==> src/hw/rtl/fir8_scaled_filter_top_macros.svh <==
// Assertion helpers for the filter top level.
`ifndef FIR8_SCALED_FILTER_TOP_MACROS_SVH
`define FIR8_SCALED_FILTER_TOP_MACROS_SVH

// Same-cycle implication, off during reset.
`define F8SF_ASSERT_IMPL(lbl, ck, rs, ante, cons) \
  lbl: assert property (@(posedge ck) disable iff (rs) (ante) |-> (cons)) \
    else $error("f8sf assertion failed: same-cycle implication");

// Next-cycle implication, off during reset.
`define F8SF_ASSERT_NEXT(lbl, ck, rs, ante, cons) \
  lbl: assert property (@(posedge ck) disable iff (rs) (ante) |=> (cons)) \
    else $error("f8sf assertion failed: next-cycle implication");

`endif

==> src/hw/rtl/f8sf_pkg.sv <==
package f8sf_pkg;

  // Sample and coefficient width
  localparam int unsigned SMP_W         = 16;
  // Full product width of two samples
  localparam int unsigned PROD_W        = 32;
  // Coefficient registers, always all stored
  localparam int unsigned NUM_COEFS     = 8;
  localparam int unsigned COEF_IDX_W    = $clog2(NUM_COEFS);
  localparam int unsigned CFG_IDX_W     = 4;
  // Default and maximum tap count
  localparam int unsigned TAPS_DEF      = 8;
  // Divisor is SCALE_PER_TAP * TAPS
  localparam int unsigned SCALE_PER_TAP = 10;

  // Reciprocal divide: magnitude is halved first, then multiplied by
  // ceil(2^RECIP_SHIFT / (divisor/2)); exact for all magnitudes up to 2^30.
  localparam int unsigned HALF_W        = 30;
  localparam int unsigned RECIP_W       = 33;
  localparam int unsigned RECIP_SHIFT   = 35;
  localparam int unsigned RP_W          = HALF_W + RECIP_W;

  typedef logic signed [SMP_W-1:0] smp_t;
  typedef smp_t [NUM_COEFS-1:0] coef_arr_t;

  // Per-cycle load enables handed to every tap cell
  typedef struct packed {
    logic shift;  // a sample beat is accepted: advance the delay line
    logic en1;    // product stage loads
    logic en2;    // reciprocal stage loads
  } pipe_ctl_t;

endpackage

==> src/hw/rtl/f8sf_tap_cell.sv <==
module f8sf_tap_cell #(
  parameter int unsigned Idx  = 0,
  parameter int unsigned Taps = f8sf_pkg::TAPS_DEF
) (
  input  logic                              clk,
  input  logic                              rst,
  input  f8sf_pkg::pipe_ctl_t               ctl,
  input  logic signed [f8sf_pkg::SMP_W-1:0] coef,
  input  logic signed [f8sf_pkg::SMP_W-1:0] x_in,
  output logic signed [f8sf_pkg::SMP_W-1:0] x_tap,
  input  logic        [f8sf_pkg::SMP_W-1:0] sum_in,
  output logic        [f8sf_pkg::SMP_W-1:0] sum_out
);
  import f8sf_pkg::*;

  localparam int unsigned HalfDiv = Taps * SCALE_PER_TAP / 2;
  localparam logic [RECIP_W-1:0] Recip =
    RECIP_W'(((64'd1 << RECIP_SHIFT) + 64'(HalfDiv) - 64'd1) / 64'(HalfDiv));

  logic signed [PROD_W-1:0] prod;
  logic                     neg;
  logic        [PROD_W-1:0] mag;
  logic        [HALF_W-1:0] half;
  logic        [RP_W-1:0]   rp;
  logic                     neg2;
  logic        [SMP_W-1:0]  quo;
  logic        [SMP_W-1:0]  quo_s;

  // Tap sample: the live input for the first cell, a delay stage otherwise
  generate
    if (Idx == 0) begin : g_live
      assign x_tap = x_in;
    end else begin : g_dly
      logic signed [SMP_W-1:0] dly;

      // Advance one sample per accepted beat, cleared at reset
      always_ff @(posedge clk) begin
        if (rst) begin
          dly <= '0;
        end else if (ctl.shift) begin
          dly <= x_in;
        end
      end
      assign x_tap = dly;
    end
  endgenerate

  // Stage 1: exact signed product
  always_ff @(posedge clk) begin
    if (ctl.en1) begin
      prod <= PROD_W'(coef) * PROD_W'(x_tap);
    end
  end

  // Magnitude, halved since the divisor is even
  assign neg  = prod[PROD_W-1];
  assign mag  = neg ? (-prod) : prod;
  assign half = mag[HALF_W:1];

  // Stage 2: divide the magnitude by reciprocal multiply
  always_ff @(posedge clk) begin
    if (ctl.en2) begin
      rp   <= RP_W'(half) * RP_W'(Recip);
      neg2 <= neg;
    end
  end

  // Restore sign (truncation toward zero) and add into the running sum
  assign quo     = rp[RECIP_SHIFT +: SMP_W];
  assign quo_s   = neg2 ? (-quo) : quo;
  assign sum_out = sum_in + quo_s;

endmodule

==> config.mk <==
export PLATFORM = sky130hd
export DESIGN_NAME = f8sf_tap_cell
export DESIGN_NICKNAME = d
export VERILOG_FILES = /design/src/hw/rtl/fir8_scaled_filter_top_macros.svh /design/src/hw/rtl/f8sf_pkg.sv /design/src/hw/rtl/f8sf_tap_cell.sv
export SDC_FILE = /design/constraint.sdc
export NUM_CORES = 2
export LEC_CHECK = 0
export BUFFER_PORTS_ARGS = -buffer_cell sky130_fd_sc_hd__buf_2
export CAP_MARGIN = 20
export CORE_UTILIZATION = 40
export CTS_CLUSTER_SIZE = 30
export DETAILED_ROUTE_END_ITERATION = 8
export PLACE_DENSITY = 0.53
export SYNTH_ARGS = -nofsm -noshare
export SYNTH_HDL_FRONTEND = slang
export SYNTH_SLANG_ARGS = --single-unit
==> constraint.sdc <==
create_clock -name clk -period 20.4 [get_ports clk]
set_clock_uncertainty 0.05 [all_clocks]
set_input_delay 4.08 -clock clk [delete_from_list [all_inputs] [get_ports clk]]
set_output_delay 4.08 -clock clk [all_outputs]
set_load 0.03 [all_outputs]
==> impl.org <==
** Detailed routing
- Detailed-router iteration count before antenna repair :: 4
- In the routed layout, each cell is associated on average with a via count of 4.76.
- Via Count :: 16500
- In the routed design, unresolved DRC markers number 0.
- Antenna violation net count after detailed routing :: 0
- DR WL/cell :: 17.0 µm
- Total Wirelength :: 59.0 mm
- In this run, the number of DRC markers left after iteration 0 of detailed routing was 671.

** Yosys
- After technology mapping, the gate count stands at 2582.
- Cell type contributing the most total cell area after synthesis :: fa_1
- Sequential-to-total area share from yosys stat :: 0.0585
- Library cells used by synthesis :: 53
- Of the post-synthesis cell area, the dominant cell type holds 0.456.
- Cell with the most instances after synthesis :: inv_1
- Async set-or-reset flop fraction in the synthesized netlist :: 0
- Average instance area after synthesis :: 9.74 µm²
- The mapped netlist covers 0.0251 mm².
- The synthesized design contains 49 enable-type register cells.
- Synth Register Bits :: 49
- Ys flop type :: edfxtp_1
- Ranked by total cell area, the synthesized netlist is headed by fa_1, ha_1, inv_1, edfxtp_1, xnor2_1.
- Counting every net in the synthesized netlist gives 3541.
- Number of warnings printed during yosys synthesis :: 0
- The commonest cells after synthesis are inv_1, fa_1, ha_1, nand2_1, xnor2_1.

** Critical path
- WP data required :: 16.27 ns
- By startpoint and endpoint, the worst setup path is classified as input pin to output pin.
- In this run the worst path has a maximum fanout of 3.
- For this design, the slowest cell found on the critical path is a2111oi_0.
- Launching element type of the critical path :: input pin
- For the worst setup path, the data arrival time is 7.02 ns.
- CP Capture Type :: output pin
- Buffers & Inverters on Critical Path :: 2
- In this design, the stage delay of the slowest critical-path cell is 0.67 ns.
- CP cell instances :: buf_2 -> ha_1 -> a21o_1 -> a21oi_1 -> o21a_1 -> o31ai_1 -> o41a_1 -> and4_1 -> a2111oi_0 -> a21oi_1 -> xnor2_1 -> buf_2
- On the critical path the largest part of the delay comes from compound AO/OA/AOI/OAI gates.

** Timing
- Of the available clock period, the critical path in the final layout requires 0.547.
- Highest Clock Rate :: 89.7 MHz
- Unrepaired setup endpoints after global routing :: false
- Setup slack closes at 9.25 ns.
- For the pin with the worst max-slew slack, the measured transition is 1.07 ns.
- Final number of setup-violating endpoints :: 0
- Total Negative Setup Slacks :: 0 ns
- Hold Vio Cnt, Final :: 0
- Final period demand of the worst path :: 11.15 ns
- Worst rel slew slack :: 0.284
- Final number of max-transition violations :: 0

** Job
- Number of max-cap violations :: 0

** Placed design
- OpenSTA, run right after detailed placement, puts the worst setup slack at 9.21 ns.
- After legalization and detailed placement, the total HPWL measured 53.2 mm.
- GP Congestion :: 0.923
- DP Cell Count :: 3453
- Input and output buffers added on the ports amount to 82.

** GRT
- Global routing finished with a remaining overflow of 0.
- Met1 layer usage reported by global route :: 0.273
- Pin count of the biggest net entering global routing :: 33
- The layer flagged by global routing as most heavily used is met2.
- Met3 track demand over resource :: 0.0210
- The number of global-route vias before repair is 18100.
- Total routing resource utilization after global routing :: 0.197
- Number of antenna violations at the first check in global routing :: 0
- The first global-routing pass estimated 97.4 mm of wire.
- In the global route stage, met2 resource usage came out at 0.336.

** Clocking
- Count of hold buffers inserted by post-cts repair :: 0
- Count of clock tree sinks :: 49
- Post-CTS timing repair inserted 0 buffers for setup.
- Latest clock arrival within the worst-skew pair :: 0.32 ns
- CTS Root Buffer Type :: clkbuf_16
- After clock tree synthesis, the clock-pin slew on the worst setup and hold paths is 0.08 ns.
- Clock tree synthesis inserted a total of 5 buffers.
- TritonCTS built the clock tree.
- In this run the number of H-tree levels came out at 2.
- Post-cts resize count :: 0
- The clock passes through at most 2 buffers.

** Cells and area
- After the last flow step, the layout net total stands at 3582.
- Layout overhead on the synthesized area :: 5.63%
- Fill cells in the final layout number 6176.
- The finished layout holds 3461 standard cells, fillers aside.
- ANT cells :: 0
- Ratio of cells with drive above 1 in the final layout :: 0.0419

** Floorplanning
- The floorplan step set the die width to 253 µm.
- CORE AREA :: 0.0619 mm²
- Initial standard-cell utilization of the core :: 0.406
- Die H :: 253 µm
- Number of placed I/O pins :: 85
- Die ar. :: 0.0639 mm²
- After floorplanning, the core was divided into 91 placement rows.

** Worst hold path
- Hold Path Class :: flop to flop

** Outcome
- The run finished with clean final reports.
[kinds of logic after synthesis]
logic type	synth area share
compound gates	0.0505
xor+xnor	0.0547
fa+ha+maj	0.622
buf+inv	0.131
flops	0.0585
simple gates	0.0835
[flip-flops by register name (all words and copies together), names as in the netlist]
signal	count
rp	16
neg2	1
prod	32
[per-layer routing]
metal  vias up  part of all wire
met2       238              0.49
met1      8451              0.47
li1       7728                 -
met4         0             0.011
met3        47             0.033
met5         -                 0
[worst paths after layout]
path / start / to / slack [ns] / cells after the start
worst max-delay path: sum_in[1] / sum_out[15] / 9.25 / 12
worst min register to register: prod[31] / neg2 / 0.75 / 1
worst min-delay path: prod[31] / neg2 / 0.75 / 1
worst max register to register: prod[2] / rp[50] / 10.01 / 31
[stage by stage]
step                      utilization  hold WS [ns]  instance area, µm²
after floorplan                     -         0.438               25100
after global placement          0.426         0.741               26400
after detailed placement        0.426         0.751               26400
after CTS                       0.429         0.763               26600
after global routing            0.429         0.780               26600
final                           0.429         0.754               26600
[cell usage in the layout (no fill, tap or decap), types with 3 or more instances in the layout]
cell,instances
inv_1,807
fa_1,573
ha_1,333
nand2_1,175
xnor2_1,127
and2_1,113
buf_2,82
edfxtp_1,49
a21oi_1,46
nor2_1,43
xor2_1,30
a21o_1,30
o21ai_0,27
nand2b_1,19
o31ai_1,17
nand3_1,15
o21bai_1,13
o21a_1,11
a211oi_1,11
nor3_1,9
or3_1,8
nand4_1,8
nor2b_1,6
buf_4,6
nor4_1,5
a31oi_1,5
clkbuf_16,5
o41ai_1,4
o211ai_1,4
and3_1,4
o31a_1,3
and4_1,3
[final cells by class]
cell class	instances	area [µm²]	area share
Clock inverter	3	46.3	0.00174
Clock buffer	5	125	0.00471
Multi-Input combinational cell	1672	20400	0.768
Tap cell	837	1050	0.0394
Timing Repair Buffer	88	455	0.0171
Inverter	807	3030	0.114
Sequential cell	49	1470	0.0554
Power is not shown: default switching activity piles up to over one toggle a cycle in this logic, so the estimate is an artifact.
