===== src/hw/rtl/fir8_scaled_filter_top_macros.svh =====
// Assertion helpers for the filter top level.
`ifndef FIR8_SCALED_FILTER_TOP_MACROS_SVH
`define FIR8_SCALED_FILTER_TOP_MACROS_SVH

// Same-cycle implication, off during reset.
`define F8SF_ASSERT_IMPL(lbl, ck, rs, ante, cons) \
  lbl: assert property (@(posedge ck) disable iff (rs) (ante) |-> (cons)) \
    else $error("f8sf assertion failed: same-cycle implication");

// Next-cycle implication, off during reset.
`define F8SF_ASSERT_NEXT(lbl, ck, rs, ante, cons) \
  lbl: assert property (@(posedge ck) disable iff (rs) (ante) |=> (cons)) \
    else $error("f8sf assertion failed: next-cycle implication");

`endif


===== src/hw/rtl/f8sf_pkg.sv =====
package f8sf_pkg;

  // Sample and coefficient width
  localparam int unsigned SMP_W         = 16;
  // Full product width of two samples
  localparam int unsigned PROD_W        = 32;
  // Coefficient registers, always all stored
  localparam int unsigned NUM_COEFS     = 8;
  localparam int unsigned COEF_IDX_W    = $clog2(NUM_COEFS);
  localparam int unsigned CFG_IDX_W     = 4;
  // Default and maximum tap count
  localparam int unsigned TAPS_DEF      = 8;
  // Divisor is SCALE_PER_TAP * TAPS
  localparam int unsigned SCALE_PER_TAP = 10;

  // Reciprocal divide: magnitude is halved first, then multiplied by
  // ceil(2^RECIP_SHIFT / (divisor/2)); exact for all magnitudes up to 2^30.
  localparam int unsigned HALF_W        = 30;
  localparam int unsigned RECIP_W       = 33;
  localparam int unsigned RECIP_SHIFT   = 35;
  localparam int unsigned RP_W          = HALF_W + RECIP_W;

  typedef logic signed [SMP_W-1:0] smp_t;
  typedef smp_t [NUM_COEFS-1:0] coef_arr_t;

  // Per-cycle load enables handed to every tap cell
  typedef struct packed {
    logic shift;  // a sample beat is accepted: advance the delay line
    logic en1;    // product stage loads
    logic en2;    // reciprocal stage loads
  } pipe_ctl_t;

endpackage


===== src/hw/rtl/f8sf_cfg_if.sv =====
interface f8sf_cfg_if;
  logic                             valid;
  logic                             ready;
  logic [f8sf_pkg::CFG_IDX_W-1:0]   index;
  logic [f8sf_pkg::SMP_W-1:0]       data;

  modport source (output valid, output index, output data, input ready);
  modport sink (input valid, input index, input data, output ready);
endinterface


===== src/hw/rtl/f8sf_coef_bank.sv =====
module f8sf_coef_bank (
  input  logic                clk,
  input  logic                rst,
  f8sf_cfg_if.sink            cfg,
  output f8sf_pkg::coef_arr_t coef
);
  import f8sf_pkg::*;

  logic wr_hit;

  // Always take write beats; drop those beyond the register list
  assign cfg.ready = 1'b1;
  assign wr_hit    = cfg.valid && (cfg.index < CFG_IDX_W'(NUM_COEFS));

  // Hold coefficients, cleared at reset
  always_ff @(posedge clk) begin
    if (rst) begin
      coef <= '0;
    end else if (wr_hit) begin
      coef[cfg.index[COEF_IDX_W-1:0]] <= smp_t'(cfg.data);
    end
  end

endmodule


===== src/flat_wrapper.sv =====
// flat-port wrapper written by rule: the top's interface ports become plain ports
module f8sf_coef_bank_flat import f8sf_pkg::*;
  (clk, rst, coef, cfg_valid, cfg_index, cfg_data, cfg_ready);
  f8sf_cfg_if cfg_i ();
  input  logic clk;
  input  logic rst;
  output f8sf_pkg::coef_arr_t coef;
  input wire logic [$bits(cfg_i.valid)-1:0] cfg_valid;
  input wire logic [$bits(cfg_i.index)-1:0] cfg_index;
  input wire logic [$bits(cfg_i.data)-1:0] cfg_data;
  output wire logic [$bits(cfg_i.ready)-1:0] cfg_ready;
  assign cfg_i.valid = cfg_valid;
  assign cfg_i.index = cfg_index;
  assign cfg_i.data = cfg_data;
  assign cfg_ready = cfg_i.ready;
  f8sf_coef_bank u_core (.clk(clk), .rst(rst), .cfg(cfg_i), .coef(coef));
endmodule

===== config.mk =====
export PLATFORM = sky130hd
export DESIGN_NAME = f8sf_coef_bank_flat
export DESIGN_NICKNAME = d
export VERILOG_FILES = /design/src/hw/rtl/fir8_scaled_filter_top_macros.svh /design/src/hw/rtl/f8sf_pkg.sv /design/src/hw/rtl/f8sf_cfg_if.sv /design/src/hw/rtl/f8sf_coef_bank.sv /design/src/flat_wrapper.sv
export SDC_FILE = /design/constraint.sdc
export NUM_CORES = 1
export LEC_CHECK = 0
export ABC_AREA = 1
export BUFFER_PORTS_ARGS = -buffer_cell sky130_fd_sc_hd__buf_2
export CELL_PAD_IN_SITES_DETAIL_PLACEMENT = 0
export CELL_PAD_IN_SITES_GLOBAL_PLACEMENT = 1
export CORE_MARGIN = 2
export CORE_UTILIZATION = 38
export DETAILED_ROUTE_END_ITERATION = 6
export GPL_ROUTABILITY_DRIVEN = 0
export GPL_TIMING_DRIVEN = 0
export PLACE_DENSITY_LB_ADDON = 0.1
export SLEW_MARGIN = 20
export SYNTH_ARGS = -nofsm -noshare
export SYNTH_HDL_FRONTEND = slang
export SYNTH_SLANG_ARGS = --single-unit

===== constraint.sdc =====
create_clock -name clk -period 2 [get_ports clk]
set_input_delay 0.4 -clock clk [delete_from_list [all_inputs] [get_ports clk]]
set_output_delay 0.4 -clock clk [all_outputs]
set_load 0.03 [all_outputs]

==> results of run 1 <==
## power by group
group          total [W]  internal, W  leakage, nW  switching (W)
Clock            0.00299      0.00190        0.281        0.00109
Sequential       0.00264      0.00261         1.04      0.0000295
Combinational   0.000560     0.000152         1.99       0.000408
## cells in the final DEF, fill, tap and decap left out
master,Yosys,final
nand3_1,64,64
clkbuf_1,3,8
inv_1,24,24
nor2_4,8,8
nand2_1,197,197
conb_1,1,1
buf_4,6,6
nor2_2,2,2
clkinvlp_4,0,1
buf_6,2,2
nand3_4,1,1
clkbuf_8,0,6
bufinv_16,0,1
dfxtp_1,128,128
diode_2,0,1
nand3b_4,1,1
clkinv_2,0,2
buf_1,9,9
buf_2,21,171
clkbuf_16,0,17
nor2_1,256,256
## cell type report
class | count | area [µm²] | area share
Sequential cell | 128 | 2560 | 0.389
Multi-Input combinational cell | 530 | 2160 | 0.329
Timing Repair Buffer | 150 | 751 | 0.114
Clock buffer | 28 | 527 | 0.0800
Tap cell | 176 | 220 | 0.0335
Buffer | 41 | 218 | 0.0331
Inverter | 24 | 90.1 | 0.0137
Clock inverter | 4 | 47.5 | 0.00722
Antenna cell | 1 | 2.50 | 0.000380
## cell families after synthesis
kind of cell	count (synthesis)	synth area share
buffers and inverters	65	0.0611
DFF	128	0.509
other	1	0.000745
and+or+nand+nor	529	0.429
## worst reg2reg max path, delay by kind of cell (launching register included)
| kind | cells | cell delay, ps |
|---|---|---|
| flip-flops | 1 | 330 |
| AND/OR/NAND/NOR | 2 | 160 |
## final timing paths
check | from | to | slack [ps] | cells after the start
setup / recovery | u_core.coef[15]$_SDFFE_PP0P_ | coef[15] | 590 | 1
hold / removal | rst | u_core.coef[109]$_SDFFE_PP0P_ | 440 | 5
hold reg to reg | u_core.coef[27]$_SDFFE_PP0P_ | u_core.coef[27]$_SDFFE_PP0P_ | 470 | 2
setup reg to reg | u_core.coef[84]$_SDFFE_PP0P_ | u_core.coef[84]$_SDFFE_PP0P_ | 1410 | 2
## cells in the mapped netlist
cell type	instances
buf_4	6
conb_1	1
inv_1	24
nor2_1	256
nand3_4	1
dfxtp_1	128
nor2_4	8
buf_1	9
nand3b_4	1
nand3_1	64
buf_2	21
buf_6	2
clkbuf_1	3
nand2_1	197
nor2_2	2
## routing by layer
layer  routed length, µm  global-route usage  vias to the layer above
met5                   0                   0                        -
met4                 302              0.0908                        0
met3                 943              0.0560                       23
met2                6940               0.348                      145
met1                7240               0.285                     2220
li1                    -                   -                     2534
## through the flow
step                      utilization  area [µm²]  total power (W)  std cells  setup WS [ps]
after floorplan                     -        5030          0.00306        723            709
after global placement          0.459        6010          0.00325       1049            334
after detailed placement        0.459        6010          0.00325       1049            308
after CTS                       0.503        6580          0.00623       1081            590
after global routing            0.503        6580          0.00642       1081            547
final                           0.503        6580          0.00619       1082            589
==> impl_results.md, run 1 <==
* CTS Buffer Depth at 2
* Cts hold-fix bufs at 0
* TNS Setup at 0 ps
* Core Region at 13100 µm²
* Worst-Margin Slew at 558 ps
* Status: complete, no violations
* Initial Utilization at 0.385
* Root Buffer Master: clkbuf_16
* Worst vdd ir at 0.440 mV
* Max frequency at 0.709 GHz
* Fin crit period at 1410 ps
* Global-route usage over all layers at 0.220
* Vias at 4922
* Critical path cell sequence: buf_2
* Ys Warns at 0
* # nets final at 915
* Area growth syn-to-layout at 30.7%
* Largest Register: u_core.coef
* RSZ-0062 raised after global routing: no
* Post-Synthesis Net Count at 746
* Max stage delay on crit path at 370 ps
* Drt total wl at 15.4 mm
* Num CTS Buffers at 17
* Crit path max-delay family: flip-flops
* DR pass1 iterations at 7
* Register area share after synthesis at 0.509
* DIE AREA at 14200 µm²
* Hold WS at 443 ps
* Die width at 119 µm
* Synth Area per Inst at 6.96 µm²
* Max cap viols at 0
* Antenna Violating Nets Remaining at 0
* Setup violations, final at 0
* First-pass GRT wire length at 23.2 mm
* Latest clock arrival within the worst-skew pair at 430 ps
* Synth area leader: dfxtp_1
* Buf+Inv Stages, Crit Path at 1
* Synth Register Bits at 128
* PortBufs at 150
* Cell Rows at 42
* Post-CTS Setup Bufs at 0
* CTS tree: done
* Clk_skew at 0 ps
* DRC at 0
* Critical Path RT at 1600 ps
* I/O pins at 152
* Remaining global-route overflow at 0
* Syn Inst Count at 723
* Slew headroom at 0.627
* Top Registers: u_core.coef: 128 flops
* Initial drt markers at 327
* Slowest CP cell: dfxtp_1
* Number of flip-flops in the largest register at 128
* Hold Violations, Final at 0
* LEAKAGE at 3.31 nW
* Slew Viols, Final at 0
* HPWL after detailed placement at 10.9 mm
* Setup crit end kind: primary output
* Final worst-path cycle share at 0.705
* Share of layout cells above drive strength 1 at 0.241
* Largest cells by area after synthesis: dfxtp_1 51%, nor2_1 19%, nand2_1 15%
* Synth top area share at 0.509
* Synth unique cells at 15
* Largest net degree at the start of global routing at 17
* Initial antenna violation count at 1
* CP startpoint kind: register
* Post_cts resized at 0
* Fillcell total at 1393
* CTS H-tree depth at 4
* WP data arrival at 1010 ps
* Die Y at 119 µm
* Crit path max fanout at 2
* Mapped Area at 5030 µm²
* Worst setup path category: reg2out
* Worst hold path class: in2reg
* Clock-pin slew on the worst setup and hold paths at 50 ps
* Pwr Density at 940 nW/µm²
* DR vias/cell at 4.55
* Number of global-route vias before repair at 4426
* Clock sink total at 128
* Routed WL per cell at 14.3 µm
No activity file was read; power rests on OpenSTA's default activity.
==> run 2, diff against run 1 <==
Settings changed: CORE_UTILIZATION 38 to 35.
Clock period 2 ns to 1.3 ns, I/O delays scaled along.
==> impl_results.md, run 2 (synthesized netlist as in run 1, its figures left out) <==
* Worst setup path category: reg2out
* Vias at 5000
* Max cap viols at 0
* Hold Path Origin: rst
* Buf+Inv Stages, Crit Path at 1
* Clock power frac at 0.511
* CTS tree: done
* DR vias/cell at 4.61
* CTS H-tree depth at 4
* FF+latch area at 2560 µm²
* Largest net degree at the start of global routing at 17
* DIE AREA at 15400 µm²
* Worst hold path class: in2reg
* PortBufs at 150
* Max frequency at 0.801 GHz
* LEAKAGE at 3.34 nW
* Num CTS Buffers at 17
* Fillcell total at 1464
* First-pass GRT wire length at 23.7 mm
* Status: complete, no violations
* Setup violations, final at 0
* Number of global-route vias before repair at 4415
* Setup crit end kind: primary output
* Multi-input gate area at 2160 µm²
* R2r setup slk at 690 ps
* Die width at 124 µm
* Comb power frac at 0.086
* WHS Path Cells at 5
* Hold WS at 313 ps
* Pwr Density at 1520 nW/µm²
* Die Y at 124 µm
* Antenna Violating Nets Remaining at 0
* WHS Endpoint: u_core.coef[107]$_SDFFE_PP0P_
* Core Region at 14000 µm²
* HPWL after detailed placement at 11.2 mm
* Hold Violations, Final at 0
* Worst r2r src: u_core.coef[49]$_SDFFE_PP0P_
* Most frequent cells in the layout: 256 x nor2_1, 197 x nand2_1, 171 x buf_2
* Clock sink total at 128
* Root Buffer Master: clkbuf_16
* Initial antenna violation count at 1
* Area growth syn-to-layout at 32.2%
* Clk_skew at 0 ps
* Max stage delay on crit path at 360 ps
* Worst-Margin Slew at 582 ps
* Initial drt markers at 322
* Post-CTS Setup Bufs at 0
* Top Registers: u_core.coef: 128 flops
* Critical Path RT at 1040 ps
* Drt total wl at 16.1 mm
* P_int at 0.00776 W
* Latest clock arrival within the worst-skew pair at 410 ps
* Commonest non-fill, non-tap cell in the layout: nor2_1
* Routed WL per cell at 14.9 µm
* RSZ-0062 raised after global routing: no
* WP data arrival at 990 ps
* Sw Ratio at 0.231
* Crit path max fanout at 2
* DR pass1 iterations at 5
* Clock-pin slew on the worst setup and hold paths at 50 ps
* Global-route usage over all layers at 0.213
* Seq pwr share at 0.402
* Share of layout cells above drive strength 1 at 0.241
* Largest Register: u_core.coef
* N_diodes at 0
* Fin crit period at 1250 ps
* Worst vdd ir at 0.801 mV
* CP startpoint kind: register
* Remaining global-route overflow at 0
* Cell Rows at 43
* TNS Setup at 0 ps
* I/O pins at 152
* DRC at 0
* Worst R2R End: u_core.coef[49]$_SDFFE_PP0P_
* Slew headroom at 0.612
* Final worst-path cycle share at 0.960
* Slowest CP cell: dfxtp_1
* Cts hold-fix bufs at 0
* CTS Buffer Depth at 2
* Crit path max-delay family: flip-flops
* Number of flip-flops in the largest register at 128
* Psw at 0.00233 W
* Slew Viols, Final at 0
* Path depth of the worst reg2reg path at 2
* Initial Utilization at 0.360
* # nets final at 915
* Critical path cell sequence: buf_2
* Post_cts resized at 0
run 2: layer usage:
layer	share of wire	vias up	GRT usage
li1	-	2538	-
met1	0.47	2277	0.280
met2	0.44	153	0.330
met3	0.064	32	0.0531
met4	0.027	0	0.0962
met5	0	-	0
run 2: worst max-delay path by stage:
stage / to / cells past startpoint / start
finish: coef[49] / 1 / u_core.coef[49]$_SDFFE_PP0P_
global route: coef[48] / 1 / u_core.coef[48]$_SDFFE_PP0P_
detailed placement: u_core.coef[45]$_SDFFE_PP0P_ / 9 / cfg_index[3]
floorplan: u_core.coef[42]$_SDFFE_PP0P_ / 8 / cfg_index[3]
CTS: coef[65] / 1 / u_core.coef[65]$_SDFFE_PP0P_
global placement: u_core.coef[45]$_SDFFE_PP0P_ / 9 / cfg_index[3]
run 2: power by group through the flow:
stage,Sequential (W),Clock [W],Combinational [W]
finish,0.00406,0.00516,0.000872
global route,0.00407,0.00542,0.000955
CTS,0.00406,0.00524,0.000876
detailed placement,0.00414,0,0.000874
global placement,0.00414,0,0.000864
floorplan,0.00431,0,0.000407
run 2: tightest hold or removal path: stages:
cell and delay, ps:
buf_2 80, inv_1 40, buf_2 180, nand2_1 80, nor2_1 40
run 2: area by class of cell:
| cell class | instances | area share |
|---|---|---|
| plain buffers | 41 | 0.0327 |
| clock buffers | 27 | 0.0786 |
| clock inverters | 4 | 0.0181 |
| inverters | 24 | 0.0135 |
| multi-input cells | 530 | 0.325 |
| flip-flops and latches | 128 | 0.385 |
| well taps | 180 | 0.0338 |
| repair buffers | 150 | 0.113 |
run 2: stage by stage:
| stage | area [µm²] | setup slack (ps) | util | cells | total power (W) |
|---|---|---|---|---|---|
| final | 6650 | 51.6 | 0.476 | 1084 | 0.0101 |
| after global routing | 6650 | 11.6 | 0.476 | 1084 | 0.0104 |
| after CTS | 6650 | 31.6 | 0.476 | 1084 | 0.0102 |
| after detailed placement | 6010 | -244 | 0.430 | 1053 | 0.00502 |
| after global placement | 6010 | -215 | 0.430 | 1053 | 0.00500 |
| after floorplan | 5030 | 149 | - | 723 | 0.00471 |
